### src/rtl/core/acmm_pkg.sv
// Shared types and constants for the audio channel matrix mixer.
`default_nettype none

package acmm_pkg;

  localparam int SAMPLE_W   = 16;  // audio sample and gain width
  localparam int N_FIELDS   = 4;   // source / destination fields per frame
  localparam int CNT_W      = 3;   // channel count register width
  localparam int CFG_DATA_W = 64;  // config data bus width
  localparam int CFG_ADDR_W = 6;   // byte address, 8 bytes per register
  localparam int CFG_IDX_W  = 3;   // register index taken from paddr

  typedef enum logic [CFG_IDX_W-1:0] {
    REG_SRC_CHANNELS = 3'd0,
    REG_DST_CHANNELS = 3'd1,
    REG_COEF_ROW_0   = 3'd2,
    REG_COEF_ROW_1   = 3'd3,
    REG_COEF_ROW_2   = 3'd4,
    REG_COEF_ROW_3   = 3'd5
  } cfg_reg_t;

  // Per-destination control handed from the top level to each lane.
  typedef struct packed {
    logic [CNT_W-1:0] src_cnt;  // sources summed, already clamped
    logic             active;   // lane is below the destination count
  } lane_ctrl_t;

endpackage

`default_nettype wire

### src/rtl/core/acmm_dst_lane.sv
// One destination channel: gain products, truncating sum chain, saturation.
`default_nettype none

module acmm_dst_lane
  import acmm_pkg::*;
#(
  parameter int NSRC = 4,
  parameter int FRAC = 14
) (
  input  wire                                   clk,
  input  wire  lane_ctrl_t                      ctl,
  input  wire  [N_FIELDS-1:0][SAMPLE_W-1:0]     samples_i,
  input  wire  [N_FIELDS*SAMPLE_W-1:0]          coef_i,
  input  wire  [SAMPLE_W-1:0]                   old_i,
  output logic [SAMPLE_W-1:0]                   mixed_o
);

  localparam int PROD_W = 2 * SAMPLE_W;
  localparam int ACC_W  = PROD_W - FRAC + $clog2(NSRC + 1) + 1;
  localparam int TOT_W  = ACC_W + FRAC + 1;
  localparam int SUM_W  = ACC_W + 1;

  logic signed [PROD_W-1:0] prod_r   [NSRC];
  logic signed [PROD_W-1:0] prod_nxt [NSRC];
  logic        [SAMPLE_W-1:0] old_r;
  logic        [SAMPLE_W-1:0] mixed_r, mixed_nxt;
  logic signed [ACC_W-1:0]  acc;
  logic signed [SUM_W-1:0]  sum;
  logic                     sat_hi, sat_lo;

  // stage 1: all products in parallel
  always_comb begin
    for (int j = 0; j < NSRC; j++) begin
      prod_nxt[j] = $signed(samples_i[j]) * $signed(coef_i[j*SAMPLE_W +: SAMPLE_W]);
    end
  end

  always_ff @(posedge clk) begin
    prod_r <= prod_nxt;
    old_r  <= old_i;
  end

  // stage 2: acc = trunc((acc * 2^F + p) / 2^F), one step per source
  always_comb begin : sum_chain
    logic signed [TOT_W-1:0] tot;
    logic                    bump;
    acc = '0;
    for (int j = 0; j < NSRC; j++) begin
      tot  = ({{(TOT_W-ACC_W){acc[ACC_W-1]}}, acc} <<< FRAC)
           + {{(TOT_W-PROD_W){prod_r[j][PROD_W-1]}}, prod_r[j]};
      // floor shift, then step toward zero on a negative inexact value
      bump = tot[TOT_W-1] & (|tot[FRAC-1:0]);
      if (CNT_W'(j) < ctl.src_cnt) begin
        acc = tot[ACC_W+FRAC-1:FRAC] + ACC_W'(bump);
      end
    end
  end

  always_comb begin
    sum    = {acc[ACC_W-1], acc}
           + {{(SUM_W-SAMPLE_W){old_r[SAMPLE_W-1]}}, old_r};
    sat_hi = !sum[SUM_W-1] && (|sum[SUM_W-2:SAMPLE_W-1]);
    sat_lo =  sum[SUM_W-1] && !(&sum[SUM_W-2:SAMPLE_W-1]);
    if (!ctl.active) begin
      mixed_nxt = '0;
    end else if (sat_hi) begin
      mixed_nxt = {1'b0, {(SAMPLE_W-1){1'b1}}};
    end else if (sat_lo) begin
      mixed_nxt = {1'b1, {(SAMPLE_W-1){1'b0}}};
    end else begin
      mixed_nxt = sum[SAMPLE_W-1:0];
    end
  end

  always_ff @(posedge clk) begin
    mixed_r <= mixed_nxt;
  end

  assign mixed_o = mixed_r;

endmodule

`default_nettype wire

### config.mk
export PLATFORM = sky130hd
export DESIGN_NAME = acmm_dst_lane
export DESIGN_NICKNAME = d
export VERILOG_FILES = /design/src/rtl/core/acmm_pkg.sv /design/src/rtl/core/acmm_dst_lane.sv
export SDC_FILE = /design/constraint.sdc
export NUM_CORES = 2
export LEC_CHECK = 0
export ABC_CLOCK_PERIOD_IN_PS = 22100
export BUFFER_PORTS_ARGS = -buffer_cell sky130_fd_sc_hd__buf_2
export CAP_MARGIN = 20
export CORE_MARGIN = 2
export CORE_UTILIZATION = 40
export DETAILED_ROUTE_END_ITERATION = 8
export PLACE_DENSITY = 0.66
export SYNTH_ARGS = -nofsm -noshare
export SYNTH_HDL_FRONTEND = slang
export SYNTH_SLANG_ARGS = --single-unit
### constraint.sdc
create_clock -name clk -period 22.1 [get_ports clk]
set_clock_uncertainty 0.05 [all_clocks]
set_input_delay 4.42 -clock clk [delete_from_list [all_inputs] [get_ports clk]]
set_output_delay 4.42 -clock clk [all_outputs]
set_load 0.05 [all_outputs]
==> impl_metrics.py <==
metrics = {
    "run_status": {
        "status": "completed",
    },
    "flow_run": {
        "cap_violations": 0,
    },
    "timing": {
        "setup_ws_ns": 1.434,
        "slew_viol_final": 0,
        "post-route-period-util": 0.9351,
        "fmax_mhz": 48.39,
        "fin_hold_ws_ns": 0.6599,
        "finalSetupViolations": 0,
        "relSlewSlack": 0.2831,
        "rsz0062_at_grt": "no",
        "worst_slew_pin_slew_ns": 1.075,
        "tns_ns": 0,
        "fin_crit_ns": 20.67,
        "hold_viol_final": 0,
    },
    "hold_path": {
        "holdPathStages": 3,
        "hold_end": "mixed_o[0]",
        "worstHoldStart": "old_r[0]",
        "min_path_type": "flop to flop",
    },
    "clock_tree": {
        "cts_buffers": 17,
        "clk_latency_ns": 0.49,
        "tritoncts": "built",
        "postCtsHoldBufs": 0,
        "h-tree-depth": 4,
        "cts_resized": 0,
        "cts_buffer_depth": 2,
        "path_clk_slew_ns": 0.08,
        "cts_setup_buffers": 0,
        "cts.sink_count": 160,
        "cts-root-buf": "clkbuf_16",
    },
    "floorplan": {
        "pin_count": 165,
        "die_h_um": 354.3,
        "rows": 128,
        "start_util": 0.4032,
        "core-area_um2": 121700,
        "die_x_um": 354.3,
        "dieArea_um2": 125500,
    },
    "routing": {
        "drtIter0Drc": 1825,
        "vias": 36340,
        "drtPass1Iterations": 7,
        "avgRoutedWirePerCell_um": 16.25,
        "drc": 0,
        "viasPerCell": 5.074,
        "ant_nets": 0,
        "wl_um": 116400,
    },
    "setup_path": {
        "cp-end-kind": "flop",
        "crit_fanout": 20,
        "rr_worst_depth": 71,
        "reg2reg_slack_ns": 4.70,
        "critPathLaunchType": "input pin",
        "rr_startpoint": "prod_r[100]",
        "cp_common_cell": "ha_1",
        "critPathSlowestCell": "a22oi_1",
        "path_class": "input pin to flop",
        "r2r-end": "mixed_o[10]",
        "max_stage_delay_ns": 0.82,
        "crit_arrival_ns": 20.93,
        "worstPathRequired_ns": 22.36,
    },
    "yosys": {
        "synthTopCellsByArea": "fa_1 43%, ha_1 11%, inv_1 9.2%",
        "ys.warnings.count": 0,
        "syn_nets": 7099,
        "async_flop_share": 0,
        "synth_area_per_cell_um2": 8.956,
        "synth_cell_type_count": 94,
        "synth_seq_area_share": 0.06527,
        "synth_edf_count": 0,
        "synth_top_cell_area_share": 0.4292,
        "synthMostInstantiatedCell": "inv_1",
        "synth_seq_cells": 160,
        "yosysTopAreaCell": "fa_1",
        "synth_area_um2": 49070,
        "syn_inst": 5479,
        "synthTopCellsByCount": "1,205 x inv_1, 1,052 x fa_1, 689 x nand2_1",
        "ys.flop_type": "dfxtp_1",
    },
    "global_route": {
        "grt_busiest_layer": "met2",
        "grt_pass1_wl_um": 196200,
        "antenna_found_initial": 17,
        "grt_max_degree": 33,
        "grt_pass1_vias": 38830,
        "met3_usage": 0.02015,
        "grt_overflow": 0,
        "grtUsageTotal": 0.1922,
        "grtUsageMet1": 0.2487,
        "grt_util_met2": 0.3400,
    },
    "cells_and_area": {
        "nets": 7133,
        "stdcell_area_um2": 52010,
        "drive_gt1_frac": 0.04687,
        "areaGrowthSynthToFinish_pct": 5.997,
    },
    "placement": {
        "hpwl_um": 98110,
        "place.gp.congestion": 0.8909,
        "dpl-instance-area_um2": 51380,
        "dp_slack_ns": 1.104,
        "io_buffers": 164,
    },
}
## cell families (layout without fill, tap and decap cells)
| logic type | count (synthesis) | count (layout) | synth area share |
|---|---|---|---|
| buffers and inverters | 1360 | 1407 | 0.1041 |
| XOR/XNOR | 263 | 263 | 0.04694 |
| other | 0 | 11 | 0 |
| AND/OR/NAND/NOR | 1613 | 1613 | 0.1631 |
| adder cells (fa/ha/maj) | 1471 | 1471 | 0.5360 |
| AO/OA/AOI/OAI | 585 | 585 | 0.07841 |
| multiplexers | 27 | 27 | 0.006145 |
| flip-flops | 160 | 160 | 0.06527 |
## per-stage QoR
step,instances,utilization
after CTS,7151,0.4271
after global placement,7119,0.4222
final,7162,0.4273
after floorplan,5479,-
after global routing,7160,0.4273
after detailed placement,7119,0.4222
## worst max-delay path: cells and delay by family
| family | cells | cell delay [ns] |
|---|---|---|
| simple gates | 24 | 5.76 |
| xor+xnor | 3 | 0.53 |
| compound gates | 31 | 7.52 |
| buf+inv | 1 | 0.13 |
| fa+ha+maj | 9 | 2.50 |
## sequential cells by signal (all words and copies together), names as in the netlist
name / cells
prod_r: 128
mixed_o: 16
old_r: 16
## metal layers
layer  part of all wire  vias up
li1                   -    16870
met1               0.42    18500
met2               0.51      807
met3              0.041      159
met4              0.024        6
met5            0.00036        -
## worst max-delay path by stage
stage	start	to	cells past startpoint
6_report	ctl[2]	mixed_o[10]	68
5_1_grt	ctl[2]	mixed_o[14]	68
4_1_cts	ctl[2]	mixed_o[10]	68
3_5_place_dp	ctl[2]	mixed_o[10]	68
3_3_place_gp	ctl[2]	mixed_o[13]	68
2_1_floorplan	ctl[3]	mixed_o[10]	67
## cell type report
| cell class | instances | area (um2) |
|---|---|---|
| Fill cell | 12050 | 69700 |
| Sequential cell | 160 | 3203 |
| Timing Repair Buffer | 170 | 865.8 |
| Tap cell | 1625 | 2033 |
| Clock buffer | 18 | 439.2 |
| Multi-Input combinational cell | 3959 | 40760 |
| Clock inverter | 14 | 163.9 |
| Antenna cell | 11 | 27.53 |
| Inverter | 1205 | 4523 |
## layout by cell type (no fill, tap or decap), types with 11 or more instances in the layout
cell,count
inv_1,1205
fa_1,1052
nand2_1,689
ha_1,419
and2_1,404
xnor2_1,187
buf_2,164
dfxtp_1,160
a21oi_1,159
nor2_1,154
o21ai_0,98
nand2b_1,82
xor2_1,76
nand3_1,61
a21o_1,58
nor3_1,50
o21bai_1,40
and3_1,26
o21a_1,26
nand4_1,24
or3_1,23
a211oi_1,22
o22ai_1,21
nor4_1,21
a31oi_1,20
nor2b_1,19
o211ai_1,19
mux2_2,18
clkbuf_16,17
o31ai_1,12
diode_2,11
o21ai_1,11
Power is not shown: default switching activity piles up to over one toggle a cycle in this logic, so the estimate is an artifact.
